[src/sv/dfa_pkg.sv]
package dfa_pkg;

    localparam int STATE_DEPTH        = 16;
    localparam int STATE_RECORD_BYTES = 16;
    localparam int RECORD_ALIGN       = 4;

    localparam int ADDR_W = 32;
    localparam int SUM_W  = ADDR_W + 2;
    localparam int IDX_W  = (STATE_DEPTH > 1) ? $clog2(STATE_DEPTH) : 1;
    localparam int CNT_W  = $clog2(STATE_DEPTH + 1);
    localparam int CFG_W  = 2;

    typedef enum logic [2:0] {
        FUNC_INIT    = 3'd0,
        FUNC_ALLOC   = 3'd1,
        FUNC_FREE    = 3'd2,
        FUNC_RECORD  = 3'd3,
        FUNC_RESTORE = 3'd4,
        FUNC_RESIZE  = 3'd5,
        FUNC_ADJUST  = 3'd6,
        FUNC_QUERY   = 3'd7
    } func_t;

    localparam logic [CFG_W-1:0] CFG_REGION_START = 2'd0;
    localparam logic [CFG_W-1:0] CFG_REGION_LIMIT = 2'd1;
    localparam logic [CFG_W-1:0] CFG_HEAP_BASE    = 2'd2;

    typedef enum logic [2:0] {
        ST_IDLE,
        ST_STEP1,
        ST_STEP2,
        ST_SEARCH,
        ST_DONE
    } seq_state_t;

    // shared add/subtract unit: res = (op_a +/- op_b) & mask, le = !neg && res <= cmp
    typedef struct packed {
        logic [SUM_W-1:0]  op_a;
        logic [SUM_W-1:0]  op_b;
        logic              sub;
        logic [SUM_W-1:0]  mask;
        logic [ADDR_W-1:0] cmp;
    } alu_req_t;

    typedef struct packed {
        logic [SUM_W-1:0] res;
        logic             neg;
        logic             le;
    } alu_rsp_t;

    typedef struct packed {
        logic [ADDR_W-1:0] tag;
        logic [ADDR_W-1:0] head;
        logic [ADDR_W-1:0] tail;
    } frame_t;

    typedef struct packed {
        logic             wr_en;
        logic [IDX_W-1:0] wr_idx;
        frame_t           wr_data;
        logic [IDX_W-1:0] rd_idx;
    } stk_req_t;

    typedef struct packed {
        logic [ADDR_W-1:0] value;
        logic              ok;
    } result_t;

endpackage

[src/sv/double_ended_frame_allocator.sv]
// Double-ended frame allocator: head grows up from region_start, tail grows
// down from the region end, plus a stack of saved head/tail states.
// Input channel s_*: one request per item (func selects the operation).
// Result channel m_*: one result per request, value and ok.
// Configuration: cfg_wr_en/cfg_addr/cfg_wdata write region_start (0),
// region_limit (1) and heap_base (2); write only while the block is idle.
// Sequencer paths from the accepted request to the result in ST_DONE:
// free, refused record and restore on an empty stack go straight to
// ST_DONE; init, adjust and a downward alloc larger than the tail pass
// through ST_STEP1; alloc, record, resize and query pass through ST_STEP1
// and ST_STEP2 (two passes through the shared add/subtract unit); restore
// walks the saved states in ST_SEARCH (one stack memory read per cycle, up to 16).
// s_ready is high only while the sequencer is idle, so the next request
// can be taken in the cycle after a result moves to the output register.
// The output register lets one finished result wait while the next request
// is worked on; if the receiver stalls longer, the sequencer holds.
// Reset clears head, tail, region end, stack count and the configuration
// registers; the stack memory itself is not cleared.
module double_ended_frame_allocator (
    input  logic                       aclk,
    input  logic                       aresetn,
    input  logic                       cfg_wr_en,
    input  logic [dfa_pkg::CFG_W-1:0]  cfg_addr,
    input  logic [dfa_pkg::ADDR_W-1:0] cfg_wdata,
    input  logic                       s_valid,
    output logic                       s_ready,
    input  logic [2:0]                 s_func,
    input  logic [dfa_pkg::ADDR_W-1:0] s_alloc_size,
    input  logic [3:0]                 s_align_shift,
    input  logic                       s_from_tail,
    input  logic [1:0]                 s_free_mode,
    input  logic [dfa_pkg::ADDR_W-1:0] s_tag,
    input  logic [dfa_pkg::ADDR_W-1:0] s_block_address,
    output logic                       m_valid,
    input  logic                       m_ready,
    output logic [dfa_pkg::ADDR_W-1:0] m_value,
    output logic                       m_ok
);
    import dfa_pkg::*;

    alu_req_t alu_req;
    alu_rsp_t alu_rsp;
    stk_req_t stk_req;
    frame_t   rd_data;
    result_t  res;
    logic     res_valid;
    logic     res_ready;
    logic     load;

    logic              m_valid_reg, m_valid_next;
    logic [ADDR_W-1:0] m_value_reg;
    logic              m_ok_reg;

    dfa_alu u_alu (
        .req (alu_req),
        .rsp (alu_rsp)
    );

    dfa_stack u_stack (
        .aclk    (aclk),
        .req     (stk_req),
        .rd_data (rd_data)
    );

    dfa_seq u_seq (
        .aclk            (aclk),
        .aresetn         (aresetn),
        .cfg_wr_en       (cfg_wr_en),
        .cfg_addr        (cfg_addr),
        .cfg_wdata       (cfg_wdata),
        .s_valid         (s_valid),
        .s_ready         (s_ready),
        .s_func          (s_func),
        .s_alloc_size    (s_alloc_size),
        .s_align_shift   (s_align_shift),
        .s_from_tail     (s_from_tail),
        .s_free_mode     (s_free_mode),
        .s_tag           (s_tag),
        .s_block_address (s_block_address),
        .alu_req         (alu_req),
        .alu_rsp         (alu_rsp),
        .stk_req         (stk_req),
        .rd_data         (rd_data),
        .res_valid       (res_valid),
        .res             (res),
        .res_ready       (res_ready)
    );

    assign res_ready = !m_valid_reg || m_ready;
    assign load      = res_valid && res_ready;

    always_comb begin
        m_valid_next = m_valid_reg;
        if (load) begin
            m_valid_next = 1'b1;
        end else if (m_ready) begin
            m_valid_next = 1'b0;
        end
    end

    always_ff @(posedge aclk) begin
        if (!aresetn) begin
            m_valid_reg <= 1'b0;
        end else begin
            m_valid_reg <= m_valid_next;
        end
    end

    always_ff @(posedge aclk) begin
        if (load) begin
            m_value_reg <= res.value;
            m_ok_reg    <= res.ok;
        end
    end

    assign m_valid = m_valid_reg;
    assign m_value = m_value_reg;
    assign m_ok    = m_ok_reg;

endmodule

[src/sv/dfa_alu.sv]
module dfa_alu (
    input  dfa_pkg::alu_req_t req,
    output dfa_pkg::alu_rsp_t rsp
);
    import dfa_pkg::*;

    logic [SUM_W:0] raw;
    logic [SUM_W:0] opb_ext;
    logic [SUM_W-1:0] masked;
    logic neg;

    always_comb begin
        opb_ext = req.sub ? ~{1'b0, req.op_b} : {1'b0, req.op_b};
        raw     = {1'b0, req.op_a} + opb_ext + {{SUM_W{1'b0}}, req.sub};
        neg     = req.sub & raw[SUM_W];
        masked  = raw[SUM_W-1:0] & req.mask;
    end

    assign rsp.res = masked;
    assign rsp.neg = neg;
    assign rsp.le  = !neg && (masked <= {{(SUM_W - ADDR_W){1'b0}}, req.cmp});

endmodule

[src/sv/dfa_stack.sv]
module dfa_stack (
    input  logic              aclk,
    input  dfa_pkg::stk_req_t req,
    output dfa_pkg::frame_t   rd_data
);
    import dfa_pkg::*;

    frame_t mem [STATE_DEPTH];
    frame_t rd_data_reg;

    always_ff @(posedge aclk) begin
        if (req.wr_en) begin
            mem[req.wr_idx] <= req.wr_data;
        end
        rd_data_reg <= mem[req.rd_idx];
    end

    assign rd_data = rd_data_reg;

endmodule

[src/sv/dfa_seq.sv]
module dfa_seq (
    input  logic                              aclk,
    input  logic                              aresetn,
    input  logic                              cfg_wr_en,
    input  logic [dfa_pkg::CFG_W-1:0]         cfg_addr,
    input  logic [dfa_pkg::ADDR_W-1:0]        cfg_wdata,
    input  logic                              s_valid,
    output logic                              s_ready,
    input  logic [2:0]                        s_func,
    input  logic [dfa_pkg::ADDR_W-1:0]        s_alloc_size,
    input  logic [3:0]                        s_align_shift,
    input  logic                              s_from_tail,
    input  logic [1:0]                        s_free_mode,
    input  logic [dfa_pkg::ADDR_W-1:0]        s_tag,
    input  logic [dfa_pkg::ADDR_W-1:0]        s_block_address,
    output dfa_pkg::alu_req_t                 alu_req,
    input  dfa_pkg::alu_rsp_t                 alu_rsp,
    output dfa_pkg::stk_req_t                 stk_req,
    input  dfa_pkg::frame_t                   rd_data,
    output logic                              res_valid,
    output dfa_pkg::result_t                  res,
    input  logic                              res_ready
);
    import dfa_pkg::*;

    seq_state_t state_reg, state_next;

    logic [ADDR_W-1:0] start_reg, limit_reg, base_reg;
    logic [ADDR_W-1:0] head_reg, head_next;
    logic [ADDR_W-1:0] tail_reg, tail_next;
    logic [ADDR_W-1:0] end_reg, end_next;
    logic [CNT_W-1:0]  count_reg, count_next;
    logic [CNT_W-1:0]  idx_reg, idx_next;

    func_t             func_reg, func_next;
    logic [ADDR_W-1:0] size_reg, size_next;
    logic [3:0]        shift_reg, shift_next;
    logic              down_reg, down_next;
    logic [ADDR_W-1:0] tag_reg, tag_next;
    logic [ADDR_W-1:0] baddr_reg, baddr_next;
    logic [SUM_W-1:0]  tmp_reg, tmp_next;
    logic [ADDR_W-1:0] value_reg, value_next;
    logic              ok_reg, ok_next;

    logic              accept;
    logic              match;
    logic              stack_full;
    logic [SUM_W-1:0]  align_m1;
    logic [SUM_W-1:0]  align_mask;
    logic [SUM_W-1:0]  rec_mask;
    logic [CNT_W-1:0]  idx_m1;
    logic [CNT_W-1:0]  idx_m2;
    logic [CNT_W-1:0]  count_m1;

    assign accept     = s_valid && (state_reg == ST_IDLE);
    assign s_ready    = (state_reg == ST_IDLE);
    assign match      = (tag_reg == '0) || (rd_data.tag == tag_reg);
    assign stack_full = (count_reg == CNT_W'(STATE_DEPTH));
    assign align_m1   = (SUM_W'(1) << shift_reg) - SUM_W'(1);
    assign align_mask = ~align_m1;
    assign rec_mask   = ~SUM_W'(RECORD_ALIGN - 1);
    assign idx_m1     = idx_reg - CNT_W'(1);
    assign idx_m2     = idx_reg - CNT_W'(2);
    assign count_m1   = count_reg - CNT_W'(1);

    // next state
    always_comb begin
        state_next = state_reg;
        case (state_reg)
            ST_IDLE: begin
                if (s_valid) begin
                    case (func_t'(s_func))
                        FUNC_FREE:    state_next = ST_DONE;
                        FUNC_RECORD:  state_next = stack_full ? ST_DONE : ST_STEP1;
                        FUNC_RESTORE: state_next = (count_reg == '0) ? ST_DONE : ST_SEARCH;
                        default:      state_next = ST_STEP1;
                    endcase
                end
            end
            ST_STEP1: begin
                case (func_reg)
                    FUNC_INIT, FUNC_ADJUST: state_next = ST_DONE;
                    FUNC_ALLOC: state_next = (down_reg && alu_rsp.neg) ? ST_DONE : ST_STEP2;
                    default:    state_next = ST_STEP2;
                endcase
            end
            ST_STEP2:  state_next = ST_DONE;
            ST_SEARCH: state_next = (match || idx_reg == CNT_W'(1)) ? ST_DONE : ST_SEARCH;
            ST_DONE:   state_next = res_ready ? ST_IDLE : ST_DONE;
            default:   state_next = ST_IDLE;
        endcase
    end

    // shared unit operands and stack port
    always_comb begin
        alu_req.op_a = '0;
        alu_req.op_b = '0;
        alu_req.sub  = 1'b0;
        alu_req.mask = '1;
        alu_req.cmp  = tail_reg;
        case (state_reg)
            ST_STEP1: begin
                case (func_reg)
                    FUNC_INIT: begin
                        alu_req.op_a = SUM_W'(limit_reg);
                        alu_req.op_b = SUM_W'(start_reg);
                        alu_req.sub  = 1'b1;
                    end
                    FUNC_ALLOC: begin
                        if (down_reg) begin
                            alu_req.op_a = SUM_W'(tail_reg);
                            alu_req.op_b = SUM_W'(size_reg);
                            alu_req.sub  = 1'b1;
                        end else begin
                            alu_req.op_a = SUM_W'(head_reg);
                            alu_req.op_b = align_m1;
                        end
                        alu_req.mask = align_mask;
                    end
                    FUNC_RECORD: begin
                        alu_req.op_a = SUM_W'(head_reg);
                        alu_req.op_b = SUM_W'(RECORD_ALIGN - 1);
                        alu_req.mask = rec_mask;
                    end
                    FUNC_RESIZE: begin
                        alu_req.op_a = SUM_W'(baddr_reg);
                        alu_req.op_b = SUM_W'(size_reg);
                    end
                    FUNC_ADJUST: begin
                        alu_req.op_a = SUM_W'(head_reg);
                        alu_req.op_b = SUM_W'(base_reg);
                        alu_req.sub  = 1'b1;
                    end
                    FUNC_QUERY: begin
                        alu_req.op_a = SUM_W'(head_reg);
                        alu_req.op_b = align_m1;
                        alu_req.mask = align_mask;
                    end
                    default: ;
                endcase
            end
            ST_STEP2: begin
                case (func_reg)
                    FUNC_ALLOC: begin
                        alu_req.op_a = tmp_reg;
                        if (down_reg) begin
                            alu_req.op_b = SUM_W'(head_reg);
                            alu_req.sub  = 1'b1;
                        end else begin
                            alu_req.op_b = SUM_W'(size_reg);
                        end
                    end
                    FUNC_RECORD: begin
                        alu_req.op_a = tmp_reg;
                        alu_req.op_b = SUM_W'(STATE_RECORD_BYTES);
                    end
                    FUNC_RESIZE: begin
                        alu_req.op_a = tmp_reg;
                        alu_req.op_b = SUM_W'(RECORD_ALIGN - 1);
                        alu_req.mask = rec_mask;
                    end
                    FUNC_QUERY: begin
                        alu_req.op_a = SUM_W'(tail_reg);
                        alu_req.op_b = tmp_reg;
                        alu_req.sub  = 1'b1;
                    end
                    default: ;
                endcase
            end
            default: ;
        endcase

        stk_req.wr_en   = (state_reg == ST_STEP2) && (func_reg == FUNC_RECORD) && alu_rsp.le;
        stk_req.wr_idx  = count_reg[IDX_W-1:0];
        stk_req.wr_data = '{tag: tag_reg, head: alu_rsp.res[ADDR_W-1:0], tail: tail_reg};
        // prefetch the newest entry while idle, then walk one entry per cycle
        stk_req.rd_idx  = (state_reg == ST_SEARCH) ? idx_m2[IDX_W-1:0]
                                                   : count_m1[IDX_W-1:0];
    end

    // register next values
    always_comb begin
        head_next  = head_reg;
        tail_next  = tail_reg;
        end_next   = end_reg;
        count_next = count_reg;
        idx_next   = idx_reg;
        func_next  = func_reg;
        size_next  = size_reg;
        shift_next = shift_reg;
        down_next  = down_reg;
        tag_next   = tag_reg;
        baddr_next = baddr_reg;
        tmp_next   = tmp_reg;
        value_next = value_reg;
        ok_next    = ok_reg;
        case (state_reg)
            ST_IDLE: begin
                if (accept) begin
                    func_next  = func_t'(s_func);
                    size_next  = (s_alloc_size == '0) ? ADDR_W'(1) : s_alloc_size;
                    shift_next = s_align_shift;
                    down_next  = s_from_tail;
                    tag_next   = s_tag;
                    baddr_next = s_block_address;
                    idx_next   = count_reg;
                    value_next = '0;
                    ok_next    = 1'b0;
                    if (func_t'(s_func) == FUNC_FREE) begin
                        if (s_free_mode[0]) begin
                            head_next  = start_reg;
                            count_next = '0;
                        end
                        if (s_free_mode[1]) begin
                            tail_next  = end_reg;
                            count_next = '0;
                        end
                        ok_next = 1'b1;
                    end
                end
            end
            ST_STEP1: begin
                tmp_next = alu_rsp.res;
                case (func_reg)
                    FUNC_INIT: begin
                        if (!alu_rsp.neg) begin
                            head_next  = start_reg;
                            tail_next  = limit_reg;
                            end_next   = limit_reg;
                            count_next = '0;
                            ok_next    = 1'b1;
                        end
                    end
                    FUNC_ADJUST: begin
                        if (tail_reg == end_reg) begin
                            end_next   = head_reg;
                            tail_next  = head_reg;
                            value_next = alu_rsp.res[ADDR_W-1:0];
                            ok_next    = 1'b1;
                        end
                    end
                    default: ;
                endcase
            end
            ST_STEP2: begin
                case (func_reg)
                    FUNC_ALLOC: begin
                        if (down_reg) begin
                            if (!alu_rsp.neg) begin
                                tail_next  = tmp_reg[ADDR_W-1:0];
                                value_next = tmp_reg[ADDR_W-1:0];
                                ok_next    = 1'b1;
                            end
                        end else if (alu_rsp.le) begin
                            head_next  = alu_rsp.res[ADDR_W-1:0];
                            value_next = tmp_reg[ADDR_W-1:0];
                            ok_next    = 1'b1;
                        end
                    end
                    FUNC_RECORD: begin
                        if (alu_rsp.le) begin
                            head_next  = alu_rsp.res[ADDR_W-1:0];
                            count_next = count_reg + CNT_W'(1);
                            value_next = tmp_reg[ADDR_W-1:0];
                            ok_next    = 1'b1;
                        end
                    end
                    FUNC_RESIZE: begin
                        if (alu_rsp.le) begin
                            head_next  = alu_rsp.res[ADDR_W-1:0];
                            value_next = size_reg;
                            ok_next    = 1'b1;
                        end
                    end
                    FUNC_QUERY: begin
                        ok_next = 1'b1;
                        if (!alu_rsp.neg && alu_rsp.res != '0) begin
                            value_next = alu_rsp.res[ADDR_W-1:0];
                        end
                    end
                    default: ;
                endcase
            end
            ST_SEARCH: begin
                if (match) begin
                    head_next  = rd_data.head;
                    tail_next  = rd_data.tail;
                    count_next = idx_m1;
                    ok_next    = 1'b1;
                end else begin
                    idx_next = idx_m1;
                end
            end
            default: ;
        endcase
    end

    always_ff @(posedge aclk) begin
        if (!aresetn) begin
            state_reg <= ST_IDLE;
            start_reg <= '0;
            limit_reg <= '0;
            base_reg  <= '0;
            head_reg  <= '0;
            tail_reg  <= '0;
            end_reg   <= '0;
            count_reg <= '0;
        end else begin
            state_reg <= state_next;
            head_reg  <= head_next;
            tail_reg  <= tail_next;
            end_reg   <= end_next;
            count_reg <= count_next;
            if (cfg_wr_en) begin
                case (cfg_addr)
                    CFG_REGION_START: start_reg <= cfg_wdata;
                    CFG_REGION_LIMIT: limit_reg <= cfg_wdata;
                    CFG_HEAP_BASE:    base_reg  <= cfg_wdata;
                    default: ;
                endcase
            end
        end
    end

    always_ff @(posedge aclk) begin
        idx_reg   <= idx_next;
        func_reg  <= func_next;
        size_reg  <= size_next;
        shift_reg <= shift_next;
        down_reg  <= down_next;
        tag_reg   <= tag_next;
        baddr_reg <= baddr_next;
        tmp_reg   <= tmp_next;
        value_reg <= value_next;
        ok_reg    <= ok_next;
    end

    assign res_valid = (state_reg == ST_DONE);
    assign res.value = value_reg;
    assign res.ok    = ok_reg;

    a_count_range: assert property (@(posedge aclk) disable iff (!aresetn)
        count_reg <= CNT_W'(STATE_DEPTH))
        else $error("state stack count above depth");

    a_push_room: assert property (@(posedge aclk) disable iff (!aresetn)
        stk_req.wr_en |-> (count_reg < CNT_W'(STATE_DEPTH)))
        else $error("push into full state stack");

    a_search_idx: assert property (@(posedge aclk) disable iff (!aresetn)
        (state_reg == ST_SEARCH) |-> (idx_reg != '0) && (idx_reg <= count_reg))
        else $error("search index out of range");

    a_hold_result: assert property (@(posedge aclk) disable iff (!aresetn)
        (state_reg == ST_DONE && !res_ready) |=> (state_reg == ST_DONE) && $stable(value_reg))
        else $error("result dropped while output busy");

endmodule

[config.mk]
export PLATFORM = sky130hd
export DESIGN_NAME = double_ended_frame_allocator
export DESIGN_NICKNAME = d
export VERILOG_FILES = /design/src/sv/dfa_pkg.sv /design/src/sv/double_ended_frame_allocator.sv /design/src/sv/dfa_alu.sv /design/src/sv/dfa_stack.sv /design/src/sv/dfa_seq.sv
export SDC_FILE = /design/constraint.sdc
export NUM_CORES = 2
export LEC_CHECK = 0
export BUFFER_PORTS_ARGS = -buffer_cell sky130_fd_sc_hd__buf_2
export CAP_MARGIN = 20
export CORE_MARGIN = 2
export CORE_UTILIZATION = 60
export CTS_BUF_LIST = sky130_fd_sc_hd__clkbuf_4 sky130_fd_sc_hd__clkbuf_8
export DETAILED_ROUTE_END_ITERATION = 12
export PLACE_DENSITY = 0.77
export SLEW_MARGIN = 20
export SYNTH_ARGS = -nofsm -noshare
export SYNTH_HDL_FRONTEND = slang
export SYNTH_SLANG_ARGS = --single-unit
[constraint.sdc]
create_clock -name aclk -period 36.4 [get_ports aclk]
set_input_delay 1.82 -clock aclk [delete_from_list [all_inputs] [get_ports aclk]]
set_output_delay 1.82 -clock aclk [all_outputs]
set_load 0.02 [all_outputs]
Word level (Yosys, flattened, before mapping)
Memory sizes are Yosys's and may differ from the RTL's. A register that Yosys moved wholly into a read port is not among the register bits.
Cells that the tools add are included.
{"block": "totals", "mem_bits_rw": 1536, "wordCells": 198, "n_memories": 1, "regBits": 410, "output_inout_bits": 35, "inputBits": 145}
{"name": "u_stack.mem", "depth": 16, "word_bits": 96, "read_ports": 1, "rd_ports_with_merged_regs": 1, "write_ports": 1, "line": "dfa_stack.sv:8", "source": "frame_t mem [STATE_DEPTH];"}
{"block": "classes", "addsub": 7, "shifts": 1, "n_lt_le_gt_ge": 1, "n_reduce_logical": 38, "muxes": 78, "bitwise": 4, "n_eq_ne": 47}
{"op": "$mux W32", "count": 25}
{"op": "$pmux W66 S6", "count": 1}
{"op": "$pmux W32 S4", "count": 3}
{"op": "$pmux W68 S4", "count": 1}
{"op": "$pmux W103 S2", "count": 1}
{"op": "$pmux W32 S2", "count": 2}
{"op": "$pmux W32 S3", "count": 1}
{"op": "$pmux W34 S2", "count": 1}
{"op": "$mux W66", "count": 1}
{"op": "$eq A32 B32 Y1", "count": 2}
{"op": "$logic_not A32 Y1", "count": 2}
{"op": "$mux W5", "count": 11}
{"op": "$add A34 B35 Y35", "count": 1}
{"op": "$add A35 B1 Y35", "count": 1}
{"op": "$mux W35", "count": 1}
{"op": "$not A34 Y35", "count": 1}
{"op": "$and A34 B34 Y34", "count": 1}
{"op": "$le A34 B32 Y1", "count": 1}
{"op": "$not A34 Y34", "count": 1}
{"op": "$reduce_bool A34 Y1", "count": 1}
{"op": "$shl A1 B4 Y34 const A", "count": 1}
{"op": "$sub A34 B2 Y34 const B", "count": 1}
{"op": "$ne A2 B1 Y1 const B", "count": 10}
{"op": "$pmux W5 S4", "count": 1}
{"op": "other kinds (46)", "count": 104}

Depth between registers and ports, before layout
{"block": "logic_depth", "depth_word": 16, "depth_mapped": 40, "ltp_nobuf": 33}

Hierarchy
From an unflattened synthesis, not the netlist that was laid out.
{"block": "hier_totals", "hier_cells": 5363, "hier_area_um2": 85489.5}
{"module": "dfa_stack", "seq_area_each_um2": 48046.1, "cells_per_inst": 2460, "area_each_um2": 59355.7, "n_inst": 1}
{"module": "dfa_seq", "seq_area_each_um2": 9288.9, "cells_per_inst": 2419, "area_each_um2": 21842.2, "n_inst": 1}
{"module": "dfa_alu", "seq_area_each_um2": 0.0, "cells_per_inst": 446, "area_each_um2": 3243.1, "n_inst": 1}
{"module": "double_ended_frame_allocator", "seq_area_each_um2": 1011.0, "cells_per_inst": 38, "area_each_um2": 1048.5, "n_inst": 1}

Least setup slack after synthesis
OpenSTA, ideal clock, no wires.
{"block": "synth_path", "kind": "reg2reg", "startpoint": "register u_seq.func_reg[2]", "endpoint": "memory u_stack.mem[2][0] (netlist name) (enable)", "path_stages_with_launch": 36, "required_time_ns": 35.732, "synth_period_minus_slack_ns": 14.220, "t_arrival_ns": 13.552, "setup_time_ns": 0.668, "path_slack_ns": 22.180, "n_path_buf": 7, "path_cell_list": "edfxtp_1 > buf_2 > buf_2 > nand2_1 > nor2_1 > clkbuf_1 > clkbuf_1 > clkbuf_1 > a222oi_1 > a21oi_1 > a21oi_1 > xor2_1 > ha_1 > clkbuf_1 > o21a_1 > o21ai_0 > a21oi_1 > o21ai_0 > a21boi_0 > o21ai_0 > a21boi_0 > nor3_1 > ha_1 > a21o_1 > a21oi_1 > or2_2 > o211ai_1 > a221oi_1 > mux2i_1 > and3b_1 > o21ai_1 > o211a_1 > buf_6 > and2_1 > nand2_1 > nor3_1"}
{"item": "start, declared", "line": "dfa_seq.sv:35", "source": "func_t func_reg, func_next;"}
{"item": "start signal, assigned", "line": "dfa_seq.sv:327", "source": "func_reg <= func_next;"}
{"item": "end, declared", "line": "dfa_stack.sv:8"}

==> flow_summary.yaml <==
run:
  maxCapViolCount: 0
synthesis:
  syn-cell-area_sq_um: 86600
  ys_seq_area_share_pct: 67.3
  ys_seq_elements: 2042
  syn_nets: 5766
  synth_edf_count: 1745
  synth_cells: 5548
  synth_warnings: 0
  synth.avg_cell_area_sq_um: 15.6
  ys_types: 90
  ys_async_sr_fraction_pct: 0
  yosys_most_used_dff: "edfxtp_1"
worst_setup_path:
  cp.arrival_ns: 12.20
  slowest_stage: "buf_4"
  timing.rr.start: "u_seq.func_reg[2]$_DFFE_PP_"
  rr_worst_depth: 36
  required_ns: 37.02
  cpMostUsedCell: "buf_4"
  cpPeakStageDelay_ns: 0.78
  start_kind: "flop"
  r2r-end: "u_stack.mem[14][12]$_DFFE_PP_"
  r2r_slack_ns: 24.81
  worstSetupEndpointType: "flop"
  criticalPathCategory: "reg2reg"
  cp_max_fo: 51
grt:
  antenna_found_initial: 23
  track_usage_pct: 35.0
  grt_pass1_vias: 52598
  overflow: 0
  grt_pass1_wl_mm: 369
  grt_max_degree: 133
die:
  core_sq_um: 143000
  die_area_sq_um: 147000
  die_h_microns: 384
  rows: 139
  num_io_pins: 180
  start_util_pct: 60.4
  die_w_microns: 384
placement:
  pre_cts_slack_ns: 24.98
  placed_area_sq_um: 89900
  hpwl_mm: 162
  dp.cells: 7378
  place.gp.congestion: 1.05
  io_buffers: 179
power:
  irDropWorstVdd_mv: 0.0477
  power_density_nw_per_um2: 55.6
  leakagePower_nw: 32.1
routing:
  vias_per_cell: 6.77
  drt_first_pass_iters: 9
  drtIter0Drc: 7700
  wire_per_inst_microns: 32.4
  vias: 53909
  drc: 0
  wl_mm: 258
  ant_nets: 0
sta:
  max-slew-margin-rel_pct: 22.3
  report.final.hold_viol_count: 0
  tightestPinTransition_ns: 1.17
  layout_min_cycle_time_ns: 11.59
  fin_setup_tns_ns: 0
  clock_skew_ns: 0.0874
  drv_slew: 0
  max_clock_freq_mhz: 86.3
  setup_violations: 0
  rsz0062_at_grt: "no"
  fin_ws_ns: 24.81
  fin_crit_sh_pct: 31.8
clocking:
  cts_tree: "yes"
  cts_made_buffers: 328
  cts_resized: 0
  clk_path_buf_depth: 4
  cts_root_buf: "clkbuf_8"
  clock_latency_ns: 1.02
  cts.clk_slew.worst_paths_ns: 0.06
  post_cts_buffers: 0
  ctsHoldBuffers: 0
  cts_max_level: 5
  cts_num_sinks: 2042
hold_path:
  hold_end: "u_seq.base_reg[1]$_SDFFE_PN0P_"
  hold_depth: 2
  hold_class: "reg2reg"
  worstHoldStart: "u_seq.base_reg[1]$_SDFFE_PN0P_"
layout:
  multiInputGateArea_sq_um: 26700
  final_util_pct: 67.2
  largest_reg_flops: 1536
  area_growth_pct: 11.2
  ff_latch_area_sq_um: 58400
  nets: 6024
  drive_above_1_share_pct: 22.4
  layout.cells.non_filler: 7961
  stdcell_area_sq_um: 96400
  fill_cells: 9435
outcome:
  status: "finished, final reports clean"
[per-stage QoR]
stage               hold slack, ns  power (W)
global placement             0.462    0.00340
floorplan                    0.427    0.00314
finish                       0.479    0.00535
CTS                          0.478    0.00535
detailed placement           0.470    0.00341
global route                 0.502    0.00550
[cell type report]
class	count	share of cell area, %
sequential	2042	60.6
multi-input combinational	3017	27.7
clock buffer	479	6.00
tap	1903	2.47
timing repair buffer	323	2.17
clock inverter	94	0.722
inverter	94	0.366
antenna	9	0.0234
[routing by layer]
| metal | share of wire [%] | vias to the layer above | GRT usage (%) |
|---|---|---|---|
| met3 | 10 | 685 | 7.79 |
| met4 | 5.2 | 14 | 16.4 |
| met5 | 0.038 | - | 0.0650 |
| li1 | - | 22357 | - |
| met1 | 39 | 27336 | 49.3 |
| met2 | 46 | 3517 | 52.4 |
[critical path, delay by kind of cell, from the launching register on]
kind	cells	cell delay, ns
AO/OA/AOI/OAI	14	2.94
XOR/XNOR	2	0.21
adder cells (fa/ha/maj)	2	0.76
buffers and inverters	6	3.23
flip-flops	1	0.32
multiplexers	1	0.12
AND/OR/NAND/NOR	11	3.44
[power by group]
group	internal (W)	leakage, nW	switching, W
combinational	0.000207	10.8	0.000443
clock	0.00109	3.45	0.000873
sequential	0.00264	17.8	0.000104
[cell usage after synthesis (26+ instances only)]
cell / n / area, sq um
edfxtp_1: 1745 / 52400
nand2_1: 414 / 1550
mux4_2: 384 / 8650
mux2i_1: 322 / 3220
a21oi_1: 315 / 1580
clkbuf_1: 297 / 1110
dfxtp_1: 297 / 5950
nor2b_1: 177 / 1110
o21ai_0: 175 / 876
nor2_1: 137 / 514
a211oi_1: 107 / 803
a21boi_0: 106 / 796
inv_1: 91 / 342
o22ai_1: 83 / 519
buf_1: 76 / 285
ha_1: 72 / 901
xnor2_1: 72 / 631
xor2_1: 60 / 526
a22oi_1: 49 / 368
mux2_2: 46 / 518
nor4_1: 36 / 225
nand4_1: 35 / 219
o21a_1: 31 / 233
a31oi_1: 29 / 181
nor3_1: 28 / 140
o22a_1: 28 / 245
nand3_1: 27 / 135
o211a_1: 26 / 260
[layout by cell type, fill, tap and decap left out, types with 31 or more instances in the layout]
cell type	instances
a211oi_1	107
inv_1	91
clkinv_1	44
xnor2_1	69
mux2_2	46
buf_2	179
mux4_2	384
edfxtp_1	1745
xor2_1	60
nor4_1	36
ha_1	72
clkbuf_4	129
dfxtp_1	294
mux2i_1	321
nand4_1	35
o21ai_0	174
a21oi_1	310
clkinv_2	31
nand2_1	411
nor2_1	122
nor2b_1	176
clkbuf_8	350
a22oi_1	49
o22ai_1	83
buf_4	134
a21boi_0	106
o21a_1	31
[how the worst max path moves through the flow]
stage	startpoint	endpoint	slack, ns
finish	u_seq.func_reg[2]$_DFFE_PP_	u_stack.mem[14][12]$_DFFE_PP_	24.81
floorplan	u_seq.func_reg[2]$_DFFE_PP_	u_stack.mem[2][0]$_DFFE_PP_	22.18
global placement	u_seq.func_reg[2]$_DFFE_PP_	u_stack.mem[14][11]$_DFFE_PP_	25.07
CTS	u_seq.func_reg[2]$_DFFE_PP_	u_stack.mem[14][12]$_DFFE_PP_	24.88
detailed placement	u_seq.func_reg[2]$_DFFE_PP_	u_stack.mem[14][44]$_DFFE_PP_	24.98
global route	u_seq.func_reg[2]$_DFFE_PP_	u_stack.mem[14][13]$_DFFE_PP_	24.20
[logic make-up after synthesis]
group / after synthesis / share of synthesized area [%]
AO/OA/AOI/OAI: 1121 / 8.52
XOR/XNOR: 133 / 1.36
adder cells (fa/ha/maj): 74 / 1.07
multiplexers: 752 / 14.3
AND/OR/NAND/NOR: 937 / 5.19
buffers and inverters: 489 / 2.21
flip-flops: 2042 / 67.3
No activity file was read; power rests on OpenSTA's default activity.
